$ cat src/rtl/bci_pkg.sv
// Shared types, constants and the CORDIC arctangent table for the CIoU pipeline.
// No dependencies.
`default_nettype none
package bci_pkg;

    localparam int CRD_W   = 36;     // CORDIC x/y datapath
    localparam int ANG_W   = 32;     // angle, Q2.30
    localparam int DIV_W   = 40;     // dividend/divisor width
    localparam int Q_W     = 16;     // quotient bits
    localparam int RAT_W   = 17;     // Q.16 ratio incl. 1.0
    localparam int V_W     = 18;
    localparam int TAB_LEN = 24;
    localparam logic [30:0] FOUR_OVER_PI2_Q32 = 31'd1740684681;
    localparam logic [RAT_W-1:0] ONE_Q16 = 17'd65536;

    typedef struct packed {
        logic signed [15:0] ax;
        logic signed [15:0] ay;
        logic [14:0]        aw;
        logic [14:0]        ah;
        logic signed [15:0] bx;
        logic signed [15:0] by;
        logic [14:0]        bw;
        logic [14:0]        bh;
    } box_t;

    typedef struct packed {
        logic zero;
        logic sat;
    } div_flags_t;

    typedef struct packed {
        logic [V_W-1:0]   v;
        logic [DIV_W-1:0] iou_n;
        logic [DIV_W-1:0] iou_d;
        div_flags_t       iou_f;
        logic [DIV_W-1:0] dt_n;
        logic [DIV_W-1:0] dt_d;
        div_flags_t       dt_f;
    } front_t;

    function automatic logic [ANG_W-1:0] atan_tab(input int unsigned i);
        logic [ANG_W-1:0] t;
        case (i)
            0:       t = 32'h3243F6A8;
            1:       t = 32'h1DAC6705;
            2:       t = 32'h0FADBAFC;
            3:       t = 32'h07F56EA6;
            4:       t = 32'h03FEAB76;
            5:       t = 32'h01FFD55B;
            6:       t = 32'h00FFFAAA;
            7:       t = 32'h007FFF55;
            8:       t = 32'h003FFFEA;
            9:       t = 32'h001FFFFD;
            10:      t = 32'h000FFFFF;
            11:      t = 32'h0007FFFF;
            12:      t = 32'h0003FFFF;
            13:      t = 32'h0001FFFF;
            14:      t = 32'h0000FFFF;
            15:      t = 32'h00007FFF;
            16:      t = 32'h00003FFF;
            17:      t = 32'h00001FFF;
            18:      t = 32'h00000FFF;
            19:      t = 32'h000007FF;
            20:      t = 32'h000003FF;
            21:      t = 32'h000001FF;
            22:      t = 32'h000000FF;
            23:      t = 32'h0000007F;
            default: t = '0;
        endcase
        return t;
    endfunction

endpackage
`default_nettype wire

$ cat src/rtl/bci_div_cell.sv
// One restoring-division step: one quotient bit per cell, registered.
// Depends on bci_pkg.
`default_nettype none
module bci_div_cell (
    input  wire logic                          clk,
    input  wire logic                          en,
    input  wire logic [bci_pkg::DIV_W-1:0]     r_in,
    input  wire logic [bci_pkg::DIV_W-1:0]     d_in,
    input  wire logic [bci_pkg::Q_W-1:0]       q_in,
    output logic [bci_pkg::DIV_W-1:0]          r_out,
    output logic [bci_pkg::DIV_W-1:0]          d_out,
    output logic [bci_pkg::Q_W-1:0]            q_out
);
    logic [bci_pkg::DIV_W:0] r2, diff;

    assign r2   = {r_in, 1'b0};
    assign diff = r2 - {1'b0, d_in};

    always_ff @(posedge clk)
    begin
        if (en)
        begin
            d_out <= d_in;
            if (r2 >= {1'b0, d_in})
            begin
                r_out <= diff[bci_pkg::DIV_W-1:0];
                q_out <= {q_in[bci_pkg::Q_W-2:0], 1'b1};
            end
            else
            begin
                r_out <= r2[bci_pkg::DIV_W-1:0];
                q_out <= {q_in[bci_pkg::Q_W-2:0], 1'b0};
            end
        end
    end
endmodule
`default_nettype wire

$ cat config.mk
export PLATFORM = sky130hd
export DESIGN_NAME = bci_div_cell
export DESIGN_NICKNAME = d
export VERILOG_FILES = /design/src/rtl/bci_pkg.sv /design/src/rtl/bci_div_cell.sv
export SDC_FILE = /design/constraint.sdc
export NUM_CORES = 1
export LEC_CHECK = 0
export BUFFER_PORTS_ARGS = -buffer_cell sky130_fd_sc_hd__buf_2
export CAP_MARGIN = 10
export CORE_ASPECT_RATIO = 1.2
export CORE_MARGIN = 2
export CORE_UTILIZATION = 50
export CTS_CLUSTER_SIZE = 40
export DETAILED_ROUTE_END_ITERATION = 10
export PLACE_DENSITY = 0.79
export SYNTH_ARGS = -nofsm -noshare
export SYNTH_HDL_FRONTEND = slang
export SYNTH_SLANG_ARGS = --single-unit
$ cat constraint.sdc
create_clock -name clk -period 5.25 [get_ports clk]
set_input_delay 0.7875 -clock clk [delete_from_list [all_inputs] [get_ports clk]]
set_output_delay 0.7875 -clock clk [all_outputs]
set_load 0.02 [all_outputs]
==> results.json <==
{
  "max_stage_delay_ns": 0.55,
  "multi_input_area_mm2": 0.00255,
  "post_cts_resized": 0,
  "tightest_slew_ns": 1.20,
  "crit_buf_inv": 3,
  "tns_ns": 0,
  "cts_root_buf": "clkbuf_16",
  "cts_tree": "done",
  "finalSetupViolCount": 0,
  "synthArstFlopShare_pct": 0,
  "grt_max_degree": 97,
  "worst_ir_drop_vdd_v": 0.000141,
  "syn_area_mm2": 0.00575,
  "hold_buffers": 0,
  "endpoint": "r_out[18]$_DFFE_PP_",
  "finalHoldViolations": 0,
  "initial_utilization_pct": 51.6,
  "critPathCaptureType": "register",
  "fillers": 945,
  "period_share_pct": 72.8,
  "path_delay_family": "simple AND/OR/NAND/NOR gates",
  "drc": 0,
  "synth_edf_count": 96,
  "slew_viol_final": 0,
  "clk_pin_slew_ns": 0.07,
  "synthTopCellsByCount": "edfxtp_1 (96), a21oi_1 (67), inv_1 (51)",
  "mappedNetlistNets": 676,
  "numClockSinks": 96,
  "areaGrowthSynthToFinish_pct": 23.6,
  "synth.distinct_cells": 66,
  "dp_slack_ns": 1.08,
  "yosysTopAreaCellShare_pct": 50.1,
  "slew_headroom_pct": 20.0,
  "drv_cap": 0,
  "fp.coreArea_mm2": 0.0111,
  "utilization_pct": 63.8,
  "arrival_ns": 3.91,
  "cp.depth": 11,
  "io_pins": 194,
  "drive_gt1_share_pct": 30.1,
  "diodes": 0,
  "grt_pass1_vias": 4597,
  "grt_pass1_wl_mm": 20.6,
  "cts_setup_buffers": 0,
  "ys_warn_count": 0,
  "path_class": "in -> reg",
  "p_per_area_mw_per_mm2": 325,
  "status": "complete, no violations",
  "whs_ns": 0.616,
  "vias": 4664,
  "place_congestion": 0.844,
  "worstPathRequired_ns": 5.34,
  "top_usage_layer": "met2",
  "ys_seq_area_share_pct": 50.1,
  "routedWlPerCell_um": 14.9,
  "synthTopCellsByArea": "edfxtp_1 (50%), ha_1 (8.7%), a21oi_1 (5.8%), xnor2_1 (3.5%), inv_1 (3.3%)",
  "hpwlAfterDp_mm": 10.1,
  "num_rows": 42,
  "cp-start-kind": "primary input",
  "grt_use_met3_pct": 3.86,
  "io_buffers": 192,
  "nets": 862,
  "min_path_type": "in -> reg",
  "rsz0062_at_grt": "false",
  "dieWidth_um": 102,
  "path_max_fanout": 67,
  "p_leak_nw": 3.28,
  "synth_area_per_cell_um2": 10.7,
  "cts_max_level": 3,
  "antenna_left": 0,
  "via_per_inst": 5.29,
  "dieArea_mm2": 0.0124,
  "synth-seq-cells": 96,
  "clk_path_buf_depth": 2,
  "drt_wl_total_mm": 13.2,
  "synth_largest_area_cell": "edfxtp_1",
  "fmax_ghz": 0.262,
  "syn_inst": 537,
  "path_cells": "buf_2, inv_1, ha_1, nand4_1, or4_1, o41a_1, o221ai_2, nor2_1, o31a_4, inv_4, mux2_1",
  "grt_use_met1_pct": 25.2,
  "worstSetupStartpoint": "d_in[33]",
  "grtUsageTotal_pct": 21.2,
  "antenna_found_initial": 0,
  "met2_usage_pct": 36.3,
  "dominantRegCellSynth": "edfxtp_1",
  "seqCellArea_mm2": 0.00288,
  "first_iter_violations": 205,
  "finalWorstSetupSlack_ns": 1.43,
  "period_minus_slack_ns": 3.82,
  "die_y_um": 121,
  "cts_buffers": 9,
  "slowest_stage": "or4_1",
  "firstDrtPassIters": 5,
  "grt_overflow_total": 0,
  "synth_most_common_cell": "edfxtp_1"
}
## metrics by stage
stage	std cells	power [W]	instance area, µm²
global route	882	0.00242	7110
global placement	866	0.00159	6780
detailed placement	866	0.00161	6780
CTS	882	0.00233	7110
finish	882	0.00231	7110
floorplan	537	0.00142	5750
## registers in the layout (all words and copies together) (netlist names)
name / cells
d_out: 40
q_out: 16
r_out: 40
## how the worst min path moves through the flow
stage	from	endpoint	cells past startpoint
after floorplan	d_in[0]	d_out[0]$_DFFE_PP_	0
after global placement	q_in[1]	q_out[2]$_DFFE_PP_	1
after detailed placement	q_in[14]	q_out[15]$_DFFE_PP_	1
after CTS	q_in[14]	q_out[15]$_DFFE_PP_	1
after global routing	q_in[14]	q_out[15]$_DFFE_PP_	1
final	q_in[14]	q_out[15]$_DFFE_PP_	1
## final cells by class
class | instances | area share, %
Multi-Input combinational cell | 372 | 35.8
Clock inverter | 7 | 1.43
Sequential cell | 96 | 40.5
Clock buffer | 9 | 3.17
Timing Repair Buffer | 192 | 13.6
Tap cell | 154 | 2.71
Inverter | 52 | 2.78
## routing by layer
| layer | part of all wire (%) | vias to the layer above | routed length, µm |
|---|---|---|---|
| met5 | 0 | - | 0 |
| met4 | 3.4 | 0 | 446 |
| met3 | 6.3 | 35 | 836 |
| met2 | 51 | 186 | 6670 |
| met1 | 40 | 2120 | 5210 |
| li1 | - | 2323 | - |
## placed cells by master, fill, tap and decap left out, types with 5 or more instances in the layout
| cell | instances |
|---|---|
| mux2_1 | 8 |
| edfxtp_1 | 96 |
| o21ai_0 | 19 |
| nor3_1 | 5 |
| ha_1 | 40 |
| inv_1 | 51 |
| buf_2 | 191 |
| xor2_1 | 13 |
| o21bai_1 | 7 |
| clkbuf_16 | 9 |
| xnor2_1 | 23 |
| nand3_1 | 12 |
| nand2_1 | 34 |
| a21oi_1 | 67 |
| nor2_1 | 48 |
| a21o_1 | 24 |
| nand4_1 | 6 |
## logic make-up (layout without fill, tap and decap cells)
logic type,count (synthesis),in the layout,share of synthesized area [%]
adder cells (fa/ha/maj),41,41,9.05
AND/OR/NAND/NOR,130,130,10.5
buffers and inverters,69,260,5.59
AO/OA/AOI/OAI,156,156,17.5
flip-flops,96,96,50.1
XOR/XNOR,36,36,5.48
multiplexers,9,9,1.74
## where the power goes
group	internal [W]	leakage [nW]	switching (W)
registers	0.000953	0.940	0.0000198
clock network	0.000423	0.153	0.000298
logic	0.000238	2.18	0.000381
total	0.00161	3.28	0.000699
Note: power is estimated with default switching activity, not from simulation.
