File: src/rtl/bci_pkg.sv
// Shared types, constants and the CORDIC arctangent table for the CIoU pipeline.
// No dependencies.
`default_nettype none
package bci_pkg;

    localparam int CRD_W   = 36;     // CORDIC x/y datapath
    localparam int ANG_W   = 32;     // angle, Q2.30
    localparam int DIV_W   = 40;     // dividend/divisor width
    localparam int Q_W     = 16;     // quotient bits
    localparam int RAT_W   = 17;     // Q.16 ratio incl. 1.0
    localparam int V_W     = 18;
    localparam int TAB_LEN = 24;
    localparam logic [30:0] FOUR_OVER_PI2_Q32 = 31'd1740684681;
    localparam logic [RAT_W-1:0] ONE_Q16 = 17'd65536;

    typedef struct packed {
        logic signed [15:0] ax;
        logic signed [15:0] ay;
        logic [14:0]        aw;
        logic [14:0]        ah;
        logic signed [15:0] bx;
        logic signed [15:0] by;
        logic [14:0]        bw;
        logic [14:0]        bh;
    } box_t;

    typedef struct packed {
        logic zero;
        logic sat;
    } div_flags_t;

    typedef struct packed {
        logic [V_W-1:0]   v;
        logic [DIV_W-1:0] iou_n;
        logic [DIV_W-1:0] iou_d;
        div_flags_t       iou_f;
        logic [DIV_W-1:0] dt_n;
        logic [DIV_W-1:0] dt_d;
        div_flags_t       dt_f;
    } front_t;

    function automatic logic [ANG_W-1:0] atan_tab(input int unsigned i);
        logic [ANG_W-1:0] t;
        case (i)
            0:       t = 32'h3243F6A8;
            1:       t = 32'h1DAC6705;
            2:       t = 32'h0FADBAFC;
            3:       t = 32'h07F56EA6;
            4:       t = 32'h03FEAB76;
            5:       t = 32'h01FFD55B;
            6:       t = 32'h00FFFAAA;
            7:       t = 32'h007FFF55;
            8:       t = 32'h003FFFEA;
            9:       t = 32'h001FFFFD;
            10:      t = 32'h000FFFFF;
            11:      t = 32'h0007FFFF;
            12:      t = 32'h0003FFFF;
            13:      t = 32'h0001FFFF;
            14:      t = 32'h0000FFFF;
            15:      t = 32'h00007FFF;
            16:      t = 32'h00003FFF;
            17:      t = 32'h00001FFF;
            18:      t = 32'h00000FFF;
            19:      t = 32'h000007FF;
            20:      t = 32'h000003FF;
            21:      t = 32'h000001FF;
            22:      t = 32'h000000FF;
            23:      t = 32'h0000007F;
            default: t = '0;
        endcase
        return t;
    endfunction

endpackage
`default_nettype wire

File: src/rtl/bci_cordic_cell.sv
// One vectoring CORDIC step (atan2), registered.
// Depends on bci_pkg.
`default_nettype none
module bci_cordic_cell #(
    parameter int STEP = 0
) (
    input  wire logic                                  clk,
    input  wire logic                                  en,
    input  wire logic signed [bci_pkg::CRD_W-1:0]      x_in,
    input  wire logic signed [bci_pkg::CRD_W-1:0]      y_in,
    input  wire logic signed [bci_pkg::ANG_W-1:0]      z_in,
    output logic signed [bci_pkg::CRD_W-1:0]           x_out,
    output logic signed [bci_pkg::CRD_W-1:0]           y_out,
    output logic signed [bci_pkg::ANG_W-1:0]           z_out
);
    logic signed [bci_pkg::CRD_W-1:0] x_next, y_next;
    logic signed [bci_pkg::ANG_W-1:0] z_next, ang;

    always_comb
    begin
        ang    = signed'(bci_pkg::atan_tab(STEP));
        x_next = x_in;
        y_next = y_in;
        z_next = z_in;
        if (y_in > 0)
        begin
            x_next = x_in + (y_in >>> STEP);
            y_next = y_in - (x_in >>> STEP);
            z_next = z_in + ang;
        end
        else if (y_in < 0)
        begin
            x_next = x_in - (y_in >>> STEP);
            y_next = y_in + (x_in >>> STEP);
            z_next = z_in - ang;
        end
    end

    always_ff @(posedge clk)
    begin
        if (en)
        begin
            x_out <= x_next;
            y_out <= y_next;
            z_out <= z_next;
        end
    end
endmodule
`default_nettype wire

File: config.mk
export PLATFORM = sky130hd
export DESIGN_NAME = bci_cordic_cell
export DESIGN_NICKNAME = d
export VERILOG_FILES = /design/src/rtl/bci_pkg.sv /design/src/rtl/bci_cordic_cell.sv
export SDC_FILE = /design/constraint.sdc
export NUM_CORES = 1
export LEC_CHECK = 0
export ABC_CLOCK_PERIOD_IN_PS = 3700
export BUFFER_PORTS_ARGS = -buffer_cell sky130_fd_sc_hd__buf_4
export CAP_MARGIN = 5
export CORE_MARGIN = 3
export CORE_UTILIZATION = 35
export DETAILED_ROUTE_END_ITERATION = 8
export SLEW_MARGIN = 20
export SYNTH_ARGS = -nofsm -noshare
export SYNTH_HDL_FRONTEND = slang
export SYNTH_SLANG_ARGS = --single-unit
File: constraint.sdc
create_clock -name clk -period 3.7 [get_ports clk]
set_input_delay 0 -clock clk [delete_from_list [all_inputs] [get_ports clk]]
set_output_delay 0 -clock clk [all_outputs]
set_load 0.01 [all_outputs]
==> results of run 1 <==
## logic make-up after synthesis
family                   after synthesis  share of synthesized area
XOR/XNOR                             103                     0.0786
multiplexers                          16                     0.0141
AND/OR/NAND/NOR                      370                      0.157
flip-flops                           104                      0.272
buffers and inverters                190                     0.0686
AO/OA/AOI/OAI                        490                      0.288
adder cells (fa/ha/maj)              110                      0.122
## final timing paths
kind | start | end
max | x_in[0] | y_out[32]
min | z_in[27] | z_out[27]
## critical path, cell delays in order
cell and delay (ns):
dlygate4sd3_1 0.54, buf_4 0.15, ha_1 0.24, fa_1 0.42, and2b_1 0.20, o211ai_2 0.34
a2111oi_4 0.17, o31ai_2 0.40, a221oi_2 0.19, and3_1 0.22, a211o_1 0.32, o221ai_1 0.19
a21boi_1 0.21
## metrics by stage
stage / util / instances
5_1_grt: 0.444 / 2034
3_5_place_dp: 0.423 / 1985
3_3_place_gp: 0.423 / 1985
2_1_floorplan: - / 1383
6_report: 0.444 / 2034
4_1_cts: 0.444 / 2034
## state kept, by name, indices dropped and copies added, names as in the netlist
signal / count
x_out: 36
y_out: 36
z_out: 32
## power breakdown
group          switching (mW)  leakage [nW]  internal (mW)
combinational            1.23          4.88          0.859
clock                   0.496         0.167          0.667
sequential             0.0511          1.02           1.51
## cell type report
class,instances,share of cell area
Clock buffer,10,0.0161
Timing Repair Buffer,275,0.152
Sequential cell,104,0.220
Inverter,115,0.0306
Multi-Input combinational cell,1089,0.534
Tap cell,435,0.0384
Clock inverter,6,0.00794
## placed cells by master (no fill, tap or decap), drive strengths merged, types with 23 or more instances in the layout
master	n
dlygate4sd3	33
xnor2	83
edfxtp	104
o21ai	109
a21o	23
buf	242
nor2	111
a21oi	156
nand2	101
nor3	31
ha	107
inv	116
nand3	25
## synthesized netlist by cell type, types with 18 or more instances
cell | n | area share
a21oi_1 | 151 | 0.066
inv_1 | 111 | 0.036
nor2_1 | 108 | 0.035
ha_1 | 107 | 0.12
edfxtp_1 | 104 | 0.27
nand2_1 | 100 | 0.033
o21ai_0 | 96 | 0.042
xnor2_1 | 83 | 0.063
clkbuf_1 | 40 | 0.013
nor3_1 | 30 | 0.013
a21o_1 | 23 | 0.015
nand3_1 | 22 | 0.0096
o21bai_1 | 22 | 0.014
xor2_1 | 20 | 0.015
buf_2 | 18 | 0.0079
## layer usage
layer	routed length, um	part of all wire	global-route usage	vias up
met4	951	0.022	0.0680	0
met1	19900	0.46	0.332	5475
met2	19200	0.45	0.376	446
met5	0	0	0	-
met3	2800	0.065	0.0373	46
li1	-	-	-	5433
==> flow_summary.toml, run 1 <==
[run_status]
status = "finished clean"

[sta]
worstMarginPinSlew_ns = 1.10
whs_ns = 0.0188
fin_crit_sh = 0.917
slew_viol_final = 0
rsz0062_at_grt = "false"
worst_slack_ns = 0.308
setup_viol = 0
clock.fmax_ghz = 0.295
slew_headroom = 0.264
hold_viol = 0
fin_crit_ns = 3.39
tns_ns = 0

[route]
drtIter0Drc = 947
vias_per_cell = 5.60
dr.pass1.iters = 6
wire_per_inst_um = 21.1
ant_nets = 0
num_vias = 11400
drt-total-wl_mm = 42.9
drcViolationCount = 0

[die]
fp-row-count = 65
die_w_um = 187
dieHeight_um = 187
core-area_um2 = 32000
ioPinCount = 210
die_area_um2 = 35000
initial_utilization = 0.359

[global_route]
antenna_found_initial = 0
grt_max_degree = 71
grt_pass1_vias = 11100
grt_use_total = 0.236
grt_overflow = 0
grt_pass1_wl_mm = 65.2

[placed_design]
dpl-instance-area_um2 = 13500
place.gp.congestion = 0.992
dp_slack_ns = 0.425
io_buffers = 209
dp.final_hpwl_mm = 33.7

[critical_path]
arrival_ns = 3.61
end_kind = "register"
cp-start-kind = "primary input"
path_max_fanout = 4
path_class = "primary input to register"
cp.required_ns = 3.92

[clock_tree]
clockBufferDepth = 2
cts_sinks = 104
clk_pin_slew_worst_paths_ns = 0.08
cts_setup_buffers = 0
numCtsBuffers = 9
ctsResizeCount = 0
ctsHoldBuffers = 33
cts_tree = "done"
root_buffer = "clkbuf_16"
h-tree-depth = 3

[yosys]
synth_edf_count = 104
ys_ff_latch = 104
netlist_instances = 1383
synth.net_count = 1599
ys_types = 97
syn-cell-area_um2 = 11500
yosys_warnings = 0
async_reset_ff_frac = 0
synth-seq-area-share = 0.272
ys.flop_type = "edfxtp_1"
syn-mean-instance-area_um2 = 8.30

[finish]
fillCellCount = 3244
fin_area_um2 = 14200
multi_input_area_um2 = 7580
syn2layout_area_growth_pct = 23.6
drive_above_1_share = 0.198
diodes = 0
nets = 1810
seqCellArea_um2 = 3120

[power_and_ir_drop]
total_power_mw = 4.82
ir_worst_vdd_mv = 0.201
leakagePower_nw = 6.06
power_density_nw_per_um2 = 340

[hold_path]
whs_path_depth = 2
hp-class = "primary input to register"

[flow_run]
cap_violations = 0
(Power assumes the default switching activity.)
==> inputs of run 2 (changes only) <==
--- a/config.mk
+++ b/config.mk
@@ -6,11 +6,12 @@
 export NUM_CORES = 1
 export LEC_CHECK = 0
 export ABC_CLOCK_PERIOD_IN_PS = 3700
-export BUFFER_PORTS_ARGS = -buffer_cell sky130_fd_sc_hd__buf_4
 export CAP_MARGIN = 5
 export CORE_MARGIN = 3
 export CORE_UTILIZATION = 35
 export DETAILED_ROUTE_END_ITERATION = 8
+export DONT_BUFFER_PORTS = 1
+export GPL_TIMING_DRIVEN = 0
 export SLEW_MARGIN = 20
 export SYNTH_ARGS = -nofsm -noshare
 export SYNTH_HDL_FRONTEND = slang
==> constraint.sdc (replaced) <==
create_clock -name clk -period 3.7 [get_ports clk]
set_input_delay 0.74 -clock clk [delete_from_list [all_inputs] [get_ports clk]]
set_output_delay 0.74 -clock clk [all_outputs]
set_load 0.01 [all_outputs]
==> flow_summary.toml, run 2 (synthesized netlist as in run 1, its figures left out) <==
[route]
num_vias = 11000
vias_per_cell = 5.97
drtIter0Drc = 1051
dr.pass1.iters = 7
drt-total-wl_mm = 44.8
ant_nets = 0
wire_per_inst_um = 24.4
drcViolationCount = 0

[placed_design]
place.gp.congestion = 0.961
dp.final_hpwl_mm = 35.3
dp_slack_ns = -0.510
io_buffers = 0

[sta]
slew_headroom = 0.206
slew_viol_final = 0
fin_crit_ns = 3.65
fin_crit_sh = 0.986
hold_viol = 0
clock.fmax_ghz = 0.274
whs_ns = 0.468
setup_viol = 0
tns_ns = 0
worst_slack_ns = 0.0531
rsz0062_at_grt = "false"
worstMarginPinSlew_ns = 1.19

[die]
die_area_um2 = 35000
core-area_um2 = 32000
dieHeight_um = 187
ioPinCount = 210
fp-row-count = 65
initial_utilization = 0.359
die_w_um = 187

[clock_tree]
root_buffer = "clkbuf_16"
clockBufferDepth = 2
cts_tree = "done"
clk_pin_slew_worst_paths_ns = 0.07
h-tree-depth = 3
cts_sinks = 104
numCtsBuffers = 9

[run_status]
status = "finished clean"

[global_route]
grt_pass1_wl_mm = 66.1
grt_max_degree = 105
grt_use_total = 0.247
antenna_found_initial = 2
grt_pass1_vias = 10400
grt_overflow = 0

[finish]
reg_top3 = "x_out (36), y_out (36), z_out (32)"
drive_above_1_share = 0.0715
nets = 1610
final_common_cell = "a21oi_1"
syn2layout_area_growth_pct = 7.40
layout_common_cells = "a21oi_1, inv_1, nor2_1"

[power_and_ir_drop]
ir_worst_vdd_mv = 0.235
pwr-share-comb = 0.371
switching_share = 0.384
power_switching_mw = 1.64
p_int_mw = 2.62
p_seq_frac = 0.396
p_clk_frac = 0.233
power_density_nw_per_um2 = 346
leakagePower_nw = 4.90

[critical_path]
arrival_ns = 3.75
cp-start-kind = "primary input"
path_class = "primary input to register"
path_max_fanout = 10
cp.required_ns = 3.80
end_kind = "register"

[hold_path]
whs_path_depth = 0
hp-class = "primary input to register"

[flow_run]
cap_violations = 0
-- run 2: final cells by class --
type	instances	area, um2
Clock inverter	6	61.3
Antenna cell	2	5.00
Buffer	75	362
Clock buffer	9	225
Tap cell	435	544
Sequential cell	104	3120
Inverter	115	434
Multi-Input combinational cell	1089	7570
Fill cell	3275	19600
-- run 2: metrics by stage --
| stage | std cells | area, um2 | util | power, mW |
|---|---|---|---|---|
| after floorplan | 1383 | 11500 | - | 2.81 |
| after global placement | 1818 | 12000 | 0.376 | 3.25 |
| after detailed placement | 1818 | 12000 | 0.376 | 3.25 |
| after CTS | 1833 | 12300 | 0.385 | 4.25 |
| after global routing | 1833 | 12300 | 0.385 | 4.48 |
| final | 1835 | 12300 | 0.386 | 4.26 |
-- run 2: power by group through the flow --
stage	logic, mW	registers (mW)	clock network [mW]
floorplan	1.14	1.67	0
global placement	1.53	1.72	0
detailed placement	1.53	1.72	0
CTS	1.55	1.69	1.01
global route	1.72	1.70	1.07
finish	1.58	1.69	0.994
-- run 2: critical path, stage by stage --
cell,delay (ns)
nor4_1,0.64
nand4_1,0.29
or3_1,0.49
clkbuf_1,0.30
buf_1,0.58
a31oi_1,0.34
a31oi_1,0.10
a21o_1,0.25
-- run 2: final timing paths --
path	to	start	slack, ns
min	z_out[0]	z_in[0]	0.47
max	x_out[31]	y_in[34]	0.05
-- run 2: per-layer routing --
layer	share of wire	track usage
met5	0	0
met2	0.44	0.385
met4	0.027	0.0800
met3	0.10	0.0665
met1	0.43	0.334
-- run 2: repair_timing --
item                       CTS  global route
setup endpoints to repair    5             1
buffers inserted             0             0
resized for setup            3             1
hold buffers                 0             0
